$ cat src/hdl/vm_instruction_execute_defines.svh
// Assertion macros shared by the execute unit RTL.
`ifndef VM_INSTRUCTION_EXECUTE_DEFINES_SVH
`define VM_INSTRUCTION_EXECUTE_DEFINES_SVH
`ifndef SYNTH
`define VMIE_ASSERT(lbl, cond) \
    lbl: assert property (@(posedge clk) disable iff (!rst_n) (cond)) \
        else $error("vmie: invariant violated");
`define VMIE_ASSERT_IMP(lbl, ante, cons) \
    lbl: assert property (@(posedge clk) disable iff (!rst_n) (ante) |-> (cons)) \
        else $error("vmie: same-cycle implication violated");
`define VMIE_ASSERT_NXT(lbl, ante, cons) \
    lbl: assert property (@(posedge clk) disable iff (!rst_n) (ante) |=> (cons)) \
        else $error("vmie: next-cycle implication violated");
`else
`define VMIE_ASSERT(lbl, cond)
`define VMIE_ASSERT_IMP(lbl, ante, cons)
`define VMIE_ASSERT_NXT(lbl, ante, cons)
`endif
`endif

$ cat src/hdl/vmie_pkg.sv
// Types, operation codes and helper functions of the execute unit.
`default_nettype none
package vmie_pkg;

    localparam logic [4:0] CMD_COPY  = 5'd0;
    localparam logic [4:0] CMD_EQ    = 5'd1;
    localparam logic [4:0] CMD_NE    = 5'd2;
    localparam logic [4:0] CMD_LT    = 5'd3;
    localparam logic [4:0] CMD_GE    = 5'd4;
    localparam logic [4:0] CMD_LE    = 5'd5;
    localparam logic [4:0] CMD_GT    = 5'd6;
    localparam logic [4:0] CMD_ADD   = 5'd7;
    localparam logic [4:0] CMD_SUB   = 5'd8;
    localparam logic [4:0] CMD_MUL   = 5'd9;
    localparam logic [4:0] CMD_DIV   = 5'd10;
    localparam logic [4:0] CMD_MOD   = 5'd11;
    localparam logic [4:0] CMD_AND   = 5'd12;
    localparam logic [4:0] CMD_SHR   = 5'd13;
    localparam logic [4:0] CMD_INC   = 5'd14;
    localparam logic [4:0] CMD_NEG   = 5'd15;
    localparam logic [4:0] CMD_GOTO  = 5'd16;
    localparam logic [4:0] CMD_JEQ   = 5'd17;
    localparam logic [4:0] CMD_JNE   = 5'd18;
    localparam logic [4:0] CMD_JLT   = 5'd19;
    localparam logic [4:0] CMD_JGE   = 5'd20;
    localparam logic [4:0] CMD_JLE   = 5'd21;
    localparam logic [4:0] CMD_JGT   = 5'd22;
    localparam logic [4:0] CMD_LOOP  = 5'd23;
    localparam logic [4:0] CMD_PRINT = 5'd24;
    localparam logic [4:0] CMD_NOP   = 5'd25;
    localparam logic [4:0] CMD_END   = 5'd26;
    localparam logic [4:0] CMD_LDI   = 5'd27;

    localparam logic [2:0] COND_EQ = 3'd0;
    localparam logic [2:0] COND_NE = 3'd1;
    localparam logic [2:0] COND_LT = 3'd2;
    localparam logic [2:0] COND_GE = 3'd3;
    localparam logic [2:0] COND_LE = 3'd4;

    // Remainder width: holds twice the largest modulus (program depth up to 131072).
    localparam int RW = 18;

    typedef struct packed {
        logic [4:0]         command;
        logic [7:0]         dest_index;
        logic [7:0]         src_a_index;
        logic [7:0]         src_b_index;
        logic [10:0]        jump_target;
        logic [10:0]        current_pc;
        logic signed [31:0] immediate_value;
    } vmie_in_t;

    typedef struct packed {
        logic [10:0]        next_pc;
        logic               print_valid;
        logic signed [31:0] print_value;
        logic               halted;
        logic               divide_error;
    } vmie_out_t;

    // Classified item as queued between front and back.
    typedef struct packed {
        logic [4:0]  cmd;
        logic [7:0]  dest;
        logic [7:0]  rd_a;
        logic [7:0]  rd_b;
        logic [7:0]  src_a;
        logic [10:0] target;
        logic [10:0] pc;
        logic [10:0] fall_pc;
        logic [31:0] imm;
    } vmie_entry_t;

    // Six restoring remainder steps: fold six more bits into r modulo m.
    function automatic logic [RW-1:0] mod_bits(input logic [RW-1:0] r,
                                               input logic [5:0] bits,
                                               input logic [RW-1:0] m);
        logic [RW-1:0] acc;
        acc = r;
        for (int k = 5; k >= 0; k--) begin
            acc = {acc[RW-2:0], bits[k]};
            if (acc >= m) begin
                acc = acc - m;
            end
        end
        return acc;
    endfunction

    function automatic logic cond_true(input logic [2:0] sel,
                                       input logic [31:0] a,
                                       input logic [31:0] b);
        logic res;
        case (sel)
            COND_EQ: res = (a == b);
            COND_NE: res = (a != b);
            COND_LT: res = ($signed(a) < $signed(b));
            COND_GE: res = !($signed(a) < $signed(b));
            COND_LE: res = !($signed(b) < $signed(a));
            default: res = ($signed(b) < $signed(a));
        endcase
        return res;
    endfunction

endpackage
`default_nettype wire

$ cat src/hdl/vmie_queue.sv
// Two-entry queue between the front end and the execute back end.
`default_nettype none
module vmie_queue (
    input  wire logic                  clk,
    input  wire logic                  rst_n,
    input  wire logic                  push,
    input  wire vmie_pkg::vmie_entry_t wr_entry,
    input  wire logic                  pop,
    output vmie_pkg::vmie_entry_t      rd_entry,
    output logic                       full,
    output logic                       empty
);
    import vmie_pkg::*;

    vmie_entry_t slot_reg [2];
    logic        wp_reg, rp_reg;
    logic [1:0]  cnt_reg;

    assign full     = (cnt_reg == 2'd2);
    assign empty    = (cnt_reg == 2'd0);
    assign rd_entry = slot_reg[rp_reg];

    always_ff @(posedge clk or negedge rst_n)
    begin
        if (!rst_n)
        begin
            wp_reg  <= 1'b0;
            rp_reg  <= 1'b0;
            cnt_reg <= 2'd0;
        end
        else
        begin
            if (push && !full)
            begin
                wp_reg <= !wp_reg;
            end
            if (pop && !empty)
            begin
                rp_reg <= !rp_reg;
            end
            cnt_reg <= cnt_reg + 2'((push && !full) ? 1 : 0) - 2'((pop && !empty) ? 1 : 0);
        end
    end

    always_ff @(posedge clk)
    begin
        if (push && !full)
        begin
            slot_reg[wp_reg] <= wr_entry;
        end
    end

endmodule
`default_nettype wire

$ cat config.mk
export PLATFORM = sky130hd
export DESIGN_NAME = vmie_queue
export DESIGN_NICKNAME = d
export VERILOG_FILES = /design/src/hdl/vm_instruction_execute_defines.svh /design/src/hdl/vmie_pkg.sv /design/src/hdl/vmie_queue.sv
export SDC_FILE = /design/constraint.sdc
export NUM_CORES = 1
export LEC_CHECK = 0
export BUFFER_PORTS_ARGS = -buffer_cell sky130_fd_sc_hd__buf_4
export CORE_ASPECT_RATIO = 1.25
export CORE_MARGIN = 8
export CORE_UTILIZATION = 55
export CTS_CLUSTER_SIZE = 8
export DETAILED_ROUTE_END_ITERATION = 12
export PLACE_DENSITY = 0.9
export SLEW_MARGIN = 0
export SYNTH_ARGS = -nofsm -noshare
export SYNTH_HDL_FRONTEND = slang
export SYNTH_SLANG_ARGS = --single-unit
$ cat constraint.sdc
create_clock -name clk -period 12.03 [get_ports clk]
set_clock_uncertainty 0.1 [all_clocks]
set_input_delay 2.406 -clock clk [delete_from_list [all_inputs] [get_ports clk]]
set_output_delay 2.406 -clock clk [all_outputs]
set_load 0.005 [all_outputs]
==> results of run 1 <==
==> final timing paths <==
check                      startpoint         endpoint
max reg2reg                cnt_reg[1]  slot_reg[0][75]
min                        cnt_reg[1]       cnt_reg[1]
min reg2reg                cnt_reg[1]       cnt_reg[1]
min in group asynchronous       rst_n           wp_reg
max                            rp_reg     rd_entry[77]
max in group asynchronous       rst_n           rp_reg
==> kinds of logic (layout without fill, tap and decap cells) <==
| kind of cell | Yosys count | count (layout) | synth area share [%] |
|---|---|---|---|
| simple gates | 6 | 6 | 0.397 |
| xor+xnor | 4 | 4 | 0.463 |
| buf+inv | 13 | 255 | 1.44 |
| flops | 208 | 208 | 82.2 |
| mux | 102 | 102 | 15.2 |
| fa+ha+maj | 2 | 2 | 0.330 |
==> metal layers <==
layer  vias to the layer above  wire length [um]
met3                        30              1140
met4                         0               385
met5                         -                 0
met2                       162              8340
met1                      1969              5620
li1                       1781                 -
==> power by group <==
part	switching [W]	internal [W]	leakage [nW]
sequential	0.0000745	0.000997	1.94
combinational	0.000289	0.000380	1.48
clock	0.000253	0.000432	0.372
==> layout by cell type, fill, tap and decap left out <==
cell	instances
nor2b_1	1
nor2_1	1
mux2_2	102
edfxtp_1	204
inv_1	2
clkbuf_1	12
buf_4	212
nor2_4	1
dfrtp_4	1
clkbuf_16	29
xnor2_1	3
ha_1	2
xor2_1	1
nand2b_1	1
and3_4	1
nand2_1	1
dfrtp_1	3
==> worst reg2reg max path: stages, from the launching register on <==
cell,delay [ns]
dfrtp_1,0.41
nand2b_1,0.13
nand2_1,0.16
nor2_4,0.37
buf_4,0.96
==> final cells by class <==
type	count	area, sq um	area share [%]
Sequential cell	208	6230	61.9
Timing Repair Buffer	212	1590	15.8
Multi-Input combinational cell	114	1250	12.4
Clock buffer	41	771	7.65
Tap cell	175	219	2.17
Inverter	2	7.51	0.0746
==> metrics by stage <==
step / std cells / worst slack (ns) / utilization, % / hold slack (ns) / instance area (sq um)
finish: 752 / 6.84 / 73.9 / 0.440 / 10100
global route: 752 / 6.72 / 73.9 / 0.480 / 10100
CTS: 752 / 6.82 / 73.9 / 0.441 / 10100
detailed placement: 711 / 7.36 / 68.2 / 0.428 / 9300
global placement: 711 / 7.39 / 68.2 / 0.393 / 9300
floorplan: 335 / 4.62 / - / 0.361 / 7570
==> impl_metrics.yaml, run 1 <==
synthesis:
  avgSynthCellArea_sq_um: 22.6
  synth_common_cells: "204 x edfxtp_1, 102 x mux2_2, 7 x buf_6, 4 x dfrtp_1"
  synthDistinctLibCells: 15
  synthTopCellsByArea: "edfxtp_1 81%, mux2_2 15%, dfrtp_1 1.3%"
  synthArstFlopShare_pct: 1.92
  syn-cell-area_sq_um: 7570
  yosysMostFrequentCell: "edfxtp_1"
  netlist.area_leader.share_pct: 80.9
  ys_seq_area_share_pct: 82.2
  ys_seq_elements: 208
  ys.flop_type: "edfxtp_1"
  synth_area_leader_cell: "edfxtp_1"
  yosys_warnings: 0
  netlist_instances: 335
  syn_nets: 443
  synth-edff-count: 204
outcome:
  status: "finished clean"
global_route:
  grt_pass1_wl_um: 23500
  met3_usage_pct: 4.95
  gr-usage-met1_pct: 19.0
  gr-usage-all-layers_pct: 16.9
  grt_max_degree: 90
  antenna_found_initial: 0
  grt_overflow: 0
  top_usage_layer: "met2"
  grt_use_met2_pct: 29.4
  first_global_vias: 4437
power_and_ir_drop:
  vdd_drop_max_uv: 201
  powerDensity_nw_per_um2: 241
  leakagePower_nw: 3.79
  total_power_w: 0.00242
clock_network:
  cts-root-buf: "clkbuf_16"
  post_cts_buffers: 0
  cts_tree: "done"
  cts_buffers: 29
  worst_skew_pair.late_latency_ns: 0.51
  cts_resized: 0
  hold_buffers: 0
  clock_sinks: 208
  path_clk_slew_ns: 0.05
  clock_path_buffers: 3
  htree_levels: 1
floorplanning:
  coreArea_sq_um: 13600
  fp.dieH_um: 147
  io_pins: 210
  die-area_sq_um: 17800
  initial_core_util_pct: 55.6
  fp-row-count: 48
  die_w_um: 121
routing:
  ant_nets: 0
  vias_per_cell: 5.24
  vias: 3942
  drc: 0
  wirelength_um: 15500
  drt-initial-drc-count: 252
  routedWlPerCell_um: 20.6
  drt_first_pass_iters: 4
worst_setup_path:
  worstPathArrival_ns: 2.68
  regToRegSetupSlack_ns: 9.43
  worstSetupPathDepth: 3
  crit_buf_inv: 2
  crit_required_ns: 9.52
  cp_slowest_stage_delay_ns: 0.87
  crit_chain: "buf_4 -> mux2_2 -> buf_4"
  cp_slowest_cell: "dfrtp_4"
  crit_family: "flip-flops"
  cp-start-kind: "register"
  path_common_cell: "buf_4"
  reg2reg_depth: 4
  cp-end-kind: "output port"
  worstPathMaxFanout: 54
  worstSetupPathType: "register to output port"
layout:
  layout.nets: 675
  synthToLayoutAreaGrowth_pct: 33.0
  largest_reg_flops: 204
  n_antenna_cell: 0
  fillers: 769
  drive_gt1_share_pct: 60.0
placed_design:
  io_buffers: 209
  dp_hpwl_um: 10500
  gp_congestion: 0.710
timing:
  finalSetupViolations: 0
  max_freq_ghz: 0.193
  fin_setup_tns_ns: 0
  drv_slew: 0
  rsz0062_at_grt: "false"
  tightest_slew_ns: 1.16
  relSlewSlack_pct: 22.5
  fin_crit_sh_pct: 43.1
  hold_viol_final: 0
  post-route-min-period_ns: 5.19
min_path:
  whs_path_depth: 1
  hp-class: "register to register"
flow_run:
  maxCapViolCount: 0
Power figures use the tool's default switching activity.
==> run 2: changes to the inputs <==
Settings changed: CORE_UTILIZATION 55 to 47, PLACE_DENSITY 0.9 to 0.83.
Clock period 12.03 ns to 4.6 ns, I/O delays scaled along.
==> impl_metrics.yaml, run 2 (synthesized netlist as in run 1, its figures left out) <==
clock_network:
  clock_sinks: 208
  path_clk_slew_ns: 0.05
  post_cts_buffers: 0
  hold_buffers: 0
  htree_levels: 1
  worst_skew_pair.late_latency_ns: 0.51
  clock_path_buffers: 3
  cts-root-buf: "clkbuf_16"
  cts_resized: 0
  cts_tree: "done"
  cts_buffers: 29
layout:
  mostFrequentLayoutCell: "buf_4"
  final_cell_area_sq_um: 10100
  layout.nets: 677
  drive_gt1_share_pct: 60.1
  n_antenna_cell: 0
  layout_common_cells: "213 x buf_4, 204 x edfxtp_1, 102 x mux2_2"
  finish.utilization_pct: 63.4
  synthToLayoutAreaGrowth_pct: 34.0
  largest_reg_flops: 204
worst_setup_path:
  crit_buf_inv: 2
  reg2reg_depth: 3
  path_common_cell: "buf_4"
  cp-end-kind: "output port"
  cp_slowest_stage_delay_ns: 0.75
  worstSetupPathType: "register to output port"
  crit_chain: "buf_4 -> mux2_2 -> buf_4"
  crit_required_ns: 3.58
  r2r_start: "cnt_reg[1]"
  worstPathMaxFanout: 38
  cp-start-kind: "register"
  crit_family: "flip-flops"
  r2r_end: "slot_reg[1][92]"
  cp_slowest_cell: "dfrtp_4"
  regToRegSetupSlack_ns: 2.53
  worstPathArrival_ns: 2.36
routing:
  drt-initial-drc-count: 186
  drt_first_pass_iters: 4
  vias: 3905
  wirelength_um: 15500
  ant_nets: 0
  drc: 0
  vias_per_cell: 4.91
  routedWlPerCell_um: 19.5
placed_design:
  dp_hpwl_um: 10500
  pre_cts_ws_ns: 1.70
  io_buffers: 209
  placed_area_sq_um: 9380
  gp_congestion: 0.743
global_route:
  antenna_found_initial: 0
  grt_overflow: 0
  grt_pass1_wl_um: 23000
  gr-usage-all-layers_pct: 14.6
  grt_max_degree: 60
  first_global_vias: 4437
timing:
  setup_ws_ns: 1.22
  tightest_slew_ns: 0.823
  fin_crit_sh_pct: 73.4
  relSlewSlack_pct: 45.1
  drv_slew: 0
  holdWs_ns: 0.0969
  fin_setup_tns_ns: 0
  rsz0062_at_grt: "false"
  max_freq_ghz: 0.296
  hold_viol_final: 0
  post-route-min-period_ns: 3.38
  finalSetupViolations: 0
floorplanning:
  initial_core_util_pct: 47.3
  die_w_um: 130
  fp-row-count: 52
  io_pins: 210
  fp.dieH_um: 158
  die-area_sq_um: 20500
  coreArea_sq_um: 16000
power_and_ir_drop:
  leakagePower_nw: 3.80
  vdd_drop_max_uv: 415
  powerDensity_nw_per_um2: 627
outcome:
  status: "finished clean"
min_path:
  hp-class: "primary input to asynchronous set/reset pin"
flow_run:
  maxCapViolCount: 0
[run 2: power by group]
part,switching [W],internal (W),total [W]
Sequential,0.000163,0.00260,0.00276
Clock,0.000670,0.00113,0.00180
Combinational,0.000794,0.00101,0.00180
[run 2: worst max path at each step]
| stage | from | end | slack (ns) | cells after the start |
|---|---|---|---|---|
| 6_report | rp_reg | rd_entry[22] | 1.22 | 3 |
| 5_1_grt | rp_reg | rd_entry[35] | 1.08 | 3 |
| 4_1_cts | rp_reg | rd_entry[35] | 1.16 | 3 |
| 3_5_place_dp | rp_reg | rd_entry[21] | 1.70 | 3 |
| 3_3_place_gp | rp_reg | rd_entry[21] | 1.72 | 3 |
| 2_1_floorplan | push | slot_reg[0][0] | 0.40 | 2 |
[run 2: layout make-up]
type / instances / area (sq um)
Clock buffer: 41 / 771
Fill cell: 1144 / 5860
Inverter: 2 / 7.51
Multi-Input combinational cell: 114 / 1250
Sequential cell: 208 / 6230
Tap cell: 216 / 270
Timing Repair Buffer: 214 / 1620
[run 2: per-stage QoR]
step | cells | total power (W)
finish | 795 | 0.00636
global route | 795 | 0.00665
CTS | 795 | 0.00646
detailed placement | 754 | 0.00463
global placement | 754 | 0.00456
floorplan | 335 | 0.00373
[run 2: routing by layer]
layer | vias up | global-route usage [%] | routed length, um
met3 | 33 | 4.82 | 1330
met5 | - | 0 | 0
met2 | 158 | 26.6 | 8230
met4 | 0 | 5.32 | 374
li1 | 1790 | - | -
met1 | 1924 | 15.1 | 5570
