## src/hdl/vm_instruction_execute_defines.svh

```systemverilog
// Assertion macros shared by the execute unit RTL.
`ifndef VM_INSTRUCTION_EXECUTE_DEFINES_SVH
`define VM_INSTRUCTION_EXECUTE_DEFINES_SVH
`ifndef SYNTH
`define VMIE_ASSERT(lbl, cond) \
    lbl: assert property (@(posedge clk) disable iff (!rst_n) (cond)) \
        else $error("vmie: invariant violated");
`define VMIE_ASSERT_IMP(lbl, ante, cons) \
    lbl: assert property (@(posedge clk) disable iff (!rst_n) (ante) |-> (cons)) \
        else $error("vmie: same-cycle implication violated");
`define VMIE_ASSERT_NXT(lbl, ante, cons) \
    lbl: assert property (@(posedge clk) disable iff (!rst_n) (ante) |=> (cons)) \
        else $error("vmie: next-cycle implication violated");
`else
`define VMIE_ASSERT(lbl, cond)
`define VMIE_ASSERT_IMP(lbl, ante, cons)
`define VMIE_ASSERT_NXT(lbl, ante, cons)
`endif
`endif

```

## src/hdl/vmie_pkg.sv

```systemverilog
// Types, operation codes and helper functions of the execute unit.
`default_nettype none
package vmie_pkg;

    localparam logic [4:0] CMD_COPY  = 5'd0;
    localparam logic [4:0] CMD_EQ    = 5'd1;
    localparam logic [4:0] CMD_NE    = 5'd2;
    localparam logic [4:0] CMD_LT    = 5'd3;
    localparam logic [4:0] CMD_GE    = 5'd4;
    localparam logic [4:0] CMD_LE    = 5'd5;
    localparam logic [4:0] CMD_GT    = 5'd6;
    localparam logic [4:0] CMD_ADD   = 5'd7;
    localparam logic [4:0] CMD_SUB   = 5'd8;
    localparam logic [4:0] CMD_MUL   = 5'd9;
    localparam logic [4:0] CMD_DIV   = 5'd10;
    localparam logic [4:0] CMD_MOD   = 5'd11;
    localparam logic [4:0] CMD_AND   = 5'd12;
    localparam logic [4:0] CMD_SHR   = 5'd13;
    localparam logic [4:0] CMD_INC   = 5'd14;
    localparam logic [4:0] CMD_NEG   = 5'd15;
    localparam logic [4:0] CMD_GOTO  = 5'd16;
    localparam logic [4:0] CMD_JEQ   = 5'd17;
    localparam logic [4:0] CMD_JNE   = 5'd18;
    localparam logic [4:0] CMD_JLT   = 5'd19;
    localparam logic [4:0] CMD_JGE   = 5'd20;
    localparam logic [4:0] CMD_JLE   = 5'd21;
    localparam logic [4:0] CMD_JGT   = 5'd22;
    localparam logic [4:0] CMD_LOOP  = 5'd23;
    localparam logic [4:0] CMD_PRINT = 5'd24;
    localparam logic [4:0] CMD_NOP   = 5'd25;
    localparam logic [4:0] CMD_END   = 5'd26;
    localparam logic [4:0] CMD_LDI   = 5'd27;

    localparam logic [2:0] COND_EQ = 3'd0;
    localparam logic [2:0] COND_NE = 3'd1;
    localparam logic [2:0] COND_LT = 3'd2;
    localparam logic [2:0] COND_GE = 3'd3;
    localparam logic [2:0] COND_LE = 3'd4;

    // Remainder width: holds twice the largest modulus (program depth up to 131072).
    localparam int RW = 18;

    typedef struct packed {
        logic [4:0]         command;
        logic [7:0]         dest_index;
        logic [7:0]         src_a_index;
        logic [7:0]         src_b_index;
        logic [10:0]        jump_target;
        logic [10:0]        current_pc;
        logic signed [31:0] immediate_value;
    } vmie_in_t;

    typedef struct packed {
        logic [10:0]        next_pc;
        logic               print_valid;
        logic signed [31:0] print_value;
        logic               halted;
        logic               divide_error;
    } vmie_out_t;

    // Classified item as queued between front and back.
    typedef struct packed {
        logic [4:0]  cmd;
        logic [7:0]  dest;
        logic [7:0]  rd_a;
        logic [7:0]  rd_b;
        logic [7:0]  src_a;
        logic [10:0] target;
        logic [10:0] pc;
        logic [10:0] fall_pc;
        logic [31:0] imm;
    } vmie_entry_t;

    // Six restoring remainder steps: fold six more bits into r modulo m.
    function automatic logic [RW-1:0] mod_bits(input logic [RW-1:0] r,
                                               input logic [5:0] bits,
                                               input logic [RW-1:0] m);
        logic [RW-1:0] acc;
        acc = r;
        for (int k = 5; k >= 0; k--) begin
            acc = {acc[RW-2:0], bits[k]};
            if (acc >= m) begin
                acc = acc - m;
            end
        end
        return acc;
    endfunction

    function automatic logic cond_true(input logic [2:0] sel,
                                       input logic [31:0] a,
                                       input logic [31:0] b);
        logic res;
        case (sel)
            COND_EQ: res = (a == b);
            COND_NE: res = (a != b);
            COND_LT: res = ($signed(a) < $signed(b));
            COND_GE: res = !($signed(a) < $signed(b));
            COND_LE: res = !($signed(b) < $signed(a));
            default: res = ($signed(b) < $signed(a));
        endcase
        return res;
    endfunction

endpackage
`default_nettype wire

```

## src/hdl/vmie_front.sv

```systemverilog
// Front end: accepts an item, reduces indices and addresses, classifies it.
`default_nettype none
module vmie_front #(
    parameter int VAR_COUNT  = 256,
    parameter int PROG_DEPTH = 2048
) (
    input  wire logic                  clk,
    input  wire logic                  rst_n,
    input  wire logic                  start,
    input  wire vmie_pkg::vmie_in_t    item,
    output logic                       busy,
    input  wire logic                  q_full,
    output logic                       q_push,
    output vmie_pkg::vmie_entry_t      q_entry
);
    import vmie_pkg::*;

    typedef enum logic {F_IDLE, F_FIN} fstate_t;

    localparam logic [RW-1:0] VMOD = RW'(VAR_COUNT);
    localparam logic [RW-1:0] PMOD = RW'(PROG_DEPTH);

    fstate_t       state_reg, state_next;
    vmie_in_t      item_reg, item_next;
    logic [RW-1:0] rd_reg, rd_next, ra_reg, ra_next, rb_reg, rb_next;
    logic [RW-1:0] rt_reg, rt_next, rp_reg, rp_next;
    logic [11:0]   pc_inc;
    logic [11:0]   pc_inc_reg, pc_inc_next;
    logic [RW-1:0] d_fin, a_fin, b_fin, t_fin, p_fin;
    logic [4:0]    cmd_cls;

    assign busy   = (state_reg != F_IDLE) || q_full;
    assign pc_inc = {1'b0, item.current_pc} + 12'd1;

    // Bits above the low six of each value are folded on acceptance, the rest next cycle.
    always_comb
    begin
        state_next  = state_reg;
        item_next   = item_reg;
        rd_next     = rd_reg;
        ra_next     = ra_reg;
        rb_next     = rb_reg;
        rt_next     = rt_reg;
        rp_next     = rp_reg;
        pc_inc_next = pc_inc_reg;
        case (state_reg)
            F_IDLE:
            begin
                if (start && !busy)
                begin
                    item_next   = item;
                    rd_next     = mod_bits('0, {4'b0, item.dest_index[7:6]}, VMOD);
                    ra_next     = mod_bits('0, {4'b0, item.src_a_index[7:6]}, VMOD);
                    rb_next     = mod_bits('0, {4'b0, item.src_b_index[7:6]}, VMOD);
                    rt_next     = mod_bits('0, {1'b0, item.jump_target[10:6]}, PMOD);
                    rp_next     = mod_bits('0, pc_inc[11:6], PMOD);
                    pc_inc_next = pc_inc;
                    state_next  = F_FIN;
                end
            end
            F_FIN:
            begin
                if (!q_full)
                begin
                    state_next = F_IDLE;
                end
            end
            default: state_next = F_IDLE;
        endcase
    end

    always_ff @(posedge clk or negedge rst_n)
    begin
        if (!rst_n)
        begin
            state_reg <= F_IDLE;
        end
        else
        begin
            state_reg <= state_next;
        end
    end

    always_ff @(posedge clk)
    begin
        item_reg   <= item_next;
        rd_reg     <= rd_next;
        ra_reg     <= ra_next;
        rb_reg     <= rb_next;
        rt_reg     <= rt_next;
        rp_reg     <= rp_next;
        pc_inc_reg <= pc_inc_next;
    end

    assign d_fin = mod_bits(rd_reg, item_reg.dest_index[5:0], VMOD);
    assign a_fin = mod_bits(ra_reg, item_reg.src_a_index[5:0], VMOD);
    assign b_fin = mod_bits(rb_reg, item_reg.src_b_index[5:0], VMOD);
    assign t_fin = mod_bits(rt_reg, item_reg.jump_target[5:0], PMOD);
    assign p_fin = mod_bits(rp_reg, pc_inc_reg[5:0], PMOD);

    // Unused codes behave as no-op.
    assign cmd_cls = (item_reg.command > CMD_LDI) ? CMD_NOP : item_reg.command;

    always_comb
    begin
        q_entry.cmd     = cmd_cls;
        q_entry.dest    = d_fin[7:0];
        q_entry.src_a   = a_fin[7:0];
        q_entry.rd_b    = b_fin[7:0];
        q_entry.rd_a    = ((cmd_cls == CMD_INC) || (cmd_cls == CMD_PRINT)) ?
                          d_fin[7:0] : a_fin[7:0];
        q_entry.target  = t_fin[10:0];
        q_entry.fall_pc = p_fin[10:0];
        q_entry.pc      = item_reg.current_pc;
        q_entry.imm     = item_reg.immediate_value;
    end

    assign q_push = (state_reg == F_FIN) && !q_full;

endmodule
`default_nettype wire

```

## config.mk

```make
export PLATFORM = sky130hd
export DESIGN_NAME = vmie_front
export DESIGN_NICKNAME = d
export VERILOG_FILES = /design/src/hdl/vm_instruction_execute_defines.svh /design/src/hdl/vmie_pkg.sv /design/src/hdl/vmie_front.sv
export SDC_FILE = /design/constraint.sdc
export NUM_CORES = 1
export LEC_CHECK = 0
export BUFFER_PORTS_ARGS = -buffer_cell sky130_fd_sc_hd__buf_2
export CAP_MARGIN = 20
export CORE_MARGIN = 1
export CORE_UTILIZATION = 47
export CTS_BUF_LIST = sky130_fd_sc_hd__clkbuf_4 sky130_fd_sc_hd__clkbuf_8
export DETAILED_ROUTE_END_ITERATION = 7
export GPL_ROUTABILITY_DRIVEN = 0
export PLACE_DENSITY = 0.83
export SYNTH_ARGS = -nofsm -noshare
export SYNTH_HDL_FRONTEND = slang
export SYNTH_SLANG_ARGS = --single-unit
```

## constraint.sdc

```tcl
create_clock -name clk -period 5.6 [get_ports clk]
set_input_delay 0.84 -clock clk [delete_from_list [all_inputs] [get_ports clk]]
set_output_delay 0.84 -clock clk [all_outputs]
set_load 0.005 [all_outputs]
```

==> metrics.md, run 1 <==
| Metric | Value |
|---|---|
| Outcome | `finished, final reports clean` |
| Mapped Cells | `206` |
| Worst path max stage delay | `0.45 ns` |
| # Post-CTS Setup Buffers | `0` |
| Largest register FFs | `43` |
| Initial DRT Pass Iterations | `4` |
| Sink Count | `95` |
| Critical Path RT | `4.76 ns` |
| CTS Buf Count | `9` |
| FP Rows | `31` |
| CTS Root Cell | `clkbuf_8` |
| Final instance area | `0.00449 mm²` |
| Top cell type's share of synthesized area | `0.763` |
| Placed Cells | `427` |
| Final Hold Vio Count | `0` |
| Worst-Skew Late Latency | `0.34 ns` |
| R2R Path End | `q_entry[2]` |
| Final #Nets | `428` |
| # port buffers | `190` |
| Synth-to-Final Area Change | `21.4%` |
| Average cell area after synthesis | `18.0 µm²` |
| Htree depth | `3` |
| First-pass GRT wire length | `10.0 mm` |
| Largest net degree at the start of global routing | `96` |
| Clock skew | `0.00618 ns` |
| Post-Layout Cell Count | `443` |
| CP bufs+invs | `1` |
| Reg2Reg Depth | `4` |
| Crit path launch | `item_reg[80]` |
| Critical R2R Launch | `state_reg` |
| Synthesized cell area | `0.00370 mm²` |
| Number of distinct library cells after synthesis | `25` |
| Period minus WS final | `2.65 ns` |
| Hold_ws | `0.256 ns` |
| # diodes | `0` |
| Final Setup Violations | `0` |
| Count leader, synth | `edfxtp_1` |
| WL per Instance | `14.7 µm` |
| Remaining DRCs | `0` |
| Period utilization | `0.474` |
| CP max stage cell | `edfxtp_1` |
| Fin. max-slew vios | `0` |
| CTS tree | `yes` |
| Crit. End Element | `output port` |
| DP Wirelength | `4.83 mm` |
| Vias in the first global route | `2,078` |
| Initial Utilization | `0.497` |
| Register area share after synthesis | `0.770` |
| Crit path max fanout | `8` |
| Slew margin rel. | `0.687` |
| Synth async-reset ratio | `0.0105` |
| Max_cap viols | `0` |
| CP Launch Type | `flip-flop` |
| DIE HEIGHT | `90.7 µm` |
| Total grt overflow | `0` |
| Overall Global Routing Usage | `0.163` |
| Power per Cell Area | `303 mW/mm²` |
| Total Neg Setup Slack | `0 ns` |
| Main synth FF type | `edfxtp_1` |
| Fin worst setup slack | `2.95 ns` |
| Worst setup endpoint | `q_entry[82]` |
| Clock Path Buffers | `2` |
| Post-place setup slack | `2.92 ns` |
| DRT iter0 DRCs | `56` |
| Flop-to-flop setup slack | `3.69 ns` |
| Hold-fix buffers, CTS | `0` |
| Layout cells sized above 1 | `0.634` |
| Post-synth EDFFs | `94` |
| Post-CTS Resized | `0` |
| Leading area contributor after synthesis | `edfxtp_1` |
| Syn nets | `294` |
| Cell count along the critical path | `4` |
| DP Area | `0.00428 mm²` |
| Antenna viol nets, final | `0` |
| #FFs+latches synth | `95` |
| Setup CP Type | `flip-flop to output port` |
| Max IR drop VDD | `0.129 mV` |
| Routed Wire Length | `6.53 mm` |
| Worst-margin pin slew | `0.469 ns` |
| Die footprint | `0.00823 mm²` |
| Number of vias per cell | `4.59` |
| Crit path max-delay family | `flip-flops` |
| Pleak | `0.00188 µW` |
| Fmax | `377 MHz` |
| Initial antenna violation count | `0` |
| Fill count | `599` |
| RSZ-0062 raised after global routing | `no` |
| Area of the core | `0.00745 mm²` |
| Worst Path Arrival | `1.81 ns` |
| Die Wd | `90.7 µm` |
| I/O pins | `191` |
| Cell Chain, Critical Path | `and3b_1, o21ai_4, mux2_2, buf_2` |
| Hold Path Class | `input pin to asynchronous set/reset pin` |
| YS warnings | `0` |
| Synth area leaders | `edfxtp_1 (76%), buf_4 (14%), mux2_2 (2.1%)` |
| Most common library cells after synthesis | `edfxtp_1 (94), buf_4 (67), mux2_2 (7), xnor2_1 (7), nand3_1 (4)` |
| Vias | `2,035` |
| Clock Pin Slew Worst Setup and Hold Paths | `0.08 ns` |
-- worst reg2reg max path: stages (launching register included) --
cell and delay, ns:
dfrtp_1 0.39, or2_2 0.31, nor2_4 0.08, buf_4 0.42
buf_16 0.32
-- power by group --
| group | switching [µW] | internal, µW | total, µW |
|---|---|---|---|
| logic | 50.8 | 53.2 | 104 |
| registers | 9.47 | 821 | 830 |
| clock network | 212 | 213 | 425 |
| total | 273 | 1090 | 1360 |
-- how the worst min path moves through the flow --
stage / from / endpoint / slack (ns) / cells after the start
6_report: rst_n / state_reg / 0.26 / 1
5_1_grt: rst_n / state_reg / 0.24 / 1
4_1_cts: rst_n / state_reg / 0.24 / 1
3_5_place_dp: state_reg / state_reg / 0.49 / 1
3_3_place_gp: state_reg / state_reg / 0.47 / 1
2_1_floorplan: state_reg / state_reg / 0.46 / 1
-- cells in the final DEF (no fill, tap or decap), types with 2 or more instances in the layout --
cell      instances
clkbuf_8          9
clkbuf_4          2
xnor2_1           7
xor2_1            2
buf_2           190
and4_1            2
nand3_1           4
edfxtp_1         94
mux2_2            7
inv_1             2
clkinv_2          2
nor2b_1           2
nand4_1           2
nand2_1           2
-- per-stage QoR --
stage / power [µW] / utilization
2_1_floorplan: 905 / -
3_3_place_gp: 945 / 0.574
3_5_place_dp: 950 / 0.574
4_1_cts: 1370 / 0.599
5_1_grt: 1410 / 0.603
6_report: 1360 / 0.603
-- kinds of logic after synthesis --
| kind of cell | Yosys count | share of synthesized area |
|---|---|---|
| and+or+nand+nor | 19 | 0.0325 |
| adders and majority gates | 1 | 0.00338 |
| muxes | 8 | 0.0244 |
| DFF | 95 | 0.770 |
| buffers and inverters | 71 | 0.140 |
| AOI/OAI and AO/OA | 3 | 0.00846 |
| xor gates and xnor gates | 9 | 0.0213 |
-- cell type report --
| type | count | area [µm²] | area share |
|---|---|---|---|
| sequential | 95 | 2850 | 0.634 |
| timing repair buffer | 192 | 986 | 0.219 |
| clock inverter | 4 | 47.5 | 0.0106 |
| inverter | 2 | 7.51 | 0.00167 |
| multi-input combinational | 40 | 340 | 0.0758 |
| tap | 99 | 124 | 0.0276 |
| clock buffer | 11 | 139 | 0.0309 |
-- per-layer routing --
layer | global-route usage | up-vias | wire length [µm]
li1 | - | 943 | -
met1 | 0.166 | 964 | 2330
met2 | 0.289 | 113 | 3470
met3 | 0.0614 | 15 | 584
met4 | 0.0820 | 0 | 148
met5 | 0 | - | 0
Note: power is estimated with default switching activity, not from simulation.
==> run 2, diff against run 1 <==
- CORE_UTILIZATION: 47 -> 42
- PLACE_DENSITY: 0.83 -> 0.78
- clock period: 5.6 -> 2.24 ns (I/O delays scaled with it)
==> metrics.md, run 2 (synthesis gave the netlist of run 1 again) <==
| Metric | Value |
|---|---|
| # Post-CTS Setup Buffers | `0 (unchanged)` |
| Htree depth | `3 (unchanged)` |
| CP Launch Type | `flip-flop` |
| Worst-margin pin slew | `0.426 ns (-0.0427 ns)` |
| Worst-Skew Late Latency | `0.34 ns (about the same)` |
| Largest net degree at the start of global routing | `83 (-14%)` |
| CTS Root Cell | `clkbuf_8` |
| Total grt overflow | `0 (unchanged)` |
| Cell Chain, Critical Path | `and3b_1, o21ai_4, mux2_2, buf_2` |
| Initial DRT Pass Iterations | `4 (unchanged)` |
| Crit path max fanout | `8 (unchanged)` |
| Critical Path RT | `1.90 ns (-2.86 ns)` |
| Fill count | `717 (+20%)` |
| Met2 wire length | `3.46 mm (-0.37%)` |
| Antenna viol nets, final | `0 (unchanged)` |
| CTS tree | `yes` |
| Setup CP Type | `flip-flop to output port` |
| Storage element area | `0.00285 mm² (unchanged)` |
| Clock Pin Slew Worst Setup and Hold Paths | `0.09 ns (about the same)` |
| I/O pins | `191 (unchanged)` |
| Largest register FFs | `43 (unchanged)` |
| Placed Cells | `434 (+1.6%)` |
| Vias | `1,990 (-2.2%)` |
| Crit path max-delay family | `flip-flops` |
| Initial Utilization | `0.441 (-0.0554)` |
| CP max stage cell | `edfxtp_1` |
| Worst Hold Launch | `item[62]` |
| Number of vias per cell | `4.41 (-3.9%)` |
| Layout cells sized above 1 | `0.624 (-0.00944)` |
| Commonest non-fill, non-tap cell in the layout | `buf_2` |
| RSZ-0062 raised after global routing | `no` |
| Area of the core | `0.00838 mm² (+13%)` |
| Max Used Layer | `met4` |
| Overall Global Routing Usage | `0.137 (-0.0253)` |
| Die Wd | `95.8 µm (+5.7%)` |
| Die footprint | `0.00919 mm² (+12%)` |
| DRT iter0 DRCs | `29 (-48%)` |
| Fin. max-slew vios | `0 (unchanged)` |
| Slew margin rel. | `0.716 (+0.0285)` |
| DIE HEIGHT | `95.8 µm (+5.7%)` |
| Crit path launch | `item_reg[80]` |
| Max IR drop VDD | `0.370 mV (+190%)` |
| Worst path max stage delay | `0.44 ns (about the same)` |
| Vias in the first global route | `1,866 (-10%)` |
| Worst Path Arrival | `1.77 ns (-0.04 ns)` |
| Power per Cell Area | `733 mW/mm² (+140%)` |
| Tot Pwr | `3290 µW (+140%)` |
| Crit. End Element | `output port` |
| Multi-input logic area | `343 µm² (+0.74%)` |
| Post-Layout Cell Count | `451 (+1.8%)` |
| Outcome | `finished, final reports clean` |
| Hold-fix buffers, CTS | `1 (+1)` |
| Sink Count | `95 (unchanged)` |
| Clock Path Buffers | `2 (unchanged)` |
| WL per Instance | `14.7 µm (about the same)` |
| Layout Utilization | `0.535 (-0.0685)` |
| Clock skew | `0.00903 ns (+0.00286 ns)` |
| # diodes | `0 (unchanged)` |
| First-pass GRT wire length | `8.94 mm (-11%)` |
| Post-CTS Resized | `0 (unchanged)` |
| Routed Wire Length | `6.65 mm (+1.8%)` |
| Final Hold Vio Count | `0 (unchanged)` |
| Met1 WL | `2.42 mm (+4.1%)` |
| Pleak | `0.00186 µW (-0.90%)` |
| Most frequent cells in the layout | `buf_2 (190), edfxtp_1 (94), clkbuf_8 (9), xnor2_1 (7), mux2_2 (7)` |
| Initial antenna violation count | `0 (unchanged)` |
| Remaining DRCs | `0 (unchanged)` |
| Period utilization | `0.940` |
| # port buffers | `190 (unchanged)` |
| Max_cap viols | `0 (unchanged)` |
| CP bufs+invs | `1 (unchanged)` |
| Period minus WS final | `2.11 ns` |
| Final #Nets | `429 (+0.23%)` |
| CTS Buf Count | `9 (unchanged)` |
| Final Setup Violations | `0 (unchanged)` |
| FP Rows | `33 (+6.5%)` |
| Critical R2R Launch | `state_reg` |
| Met3 routed WL | `667 µm (+14%)` |
| Synth-to-Final Area Change | `21.2%` |
| Hold Path Class | `input pin to flip-flop` |
| DP Wirelength | `5.06 mm (+4.9%)` |
| Fmax | `475 MHz` |
| Hold_ws | `0.155 ns (-0.101 ns)` |
==> run 2: area by class of cell <==
| cell class | instances | share of cell area |
|---|---|---|
| inverters | 2 | 0.00168 |
| well taps | 105 | 0.0293 |
| flip-flops and latches | 95 | 0.635 |
| clock buffers | 9 | 0.0276 |
| repair buffers | 193 | 0.221 |
| multi-input cells | 40 | 0.0765 |
| clock inverters | 7 | 0.00893 |
==> run 2: path summary, 6_finish.rpt <==
kind	slack, ns	cells after the start	endpoint
max	0.13	4	q_entry[85]
min in group asynchronous	0.30	2	state_reg
min reg2reg	0.53	1	state_reg
max reg2reg	0.68	3	item_reg[80]
min	0.16	1	item_reg[62]
max in group asynchronous	1.85	2	state_reg
==> run 2: stage by stage <==
stage	setup WS, ns	TNS (ns)	instance area (µm²)
after floorplan	-0.205	-19.31	3710
after global routing	0.0451	0	4480
final	0.134	0	4480
after CTS	0.0852	0	4480
after detailed placement	0.484	0	4310
after global placement	0.534	0	4310
==> run 2: metal layers <==
layer | vias to the layer above | track usage
li1 | 944 | -
met1 | 934 | 0.135
met2 | 102 | 0.246
met3 | 10 | 0.0600
met4 | 0 | 0.0672
met5 | - | 0
==> run 2: power by group <==
| part | total (µW) | internal [µW] | switching [µW] | leakage, µW |
|---|---|---|---|---|
| Clock | 948 | 392 | 556 | 0.0000777 |
| Combinational | 261 | 134 | 127 | 0.000903 |
| Sequential | 2080 | 2050 | 24.0 | 0.000884 |
| Total | 3290 | 2580 | 707 | 0.00186 |
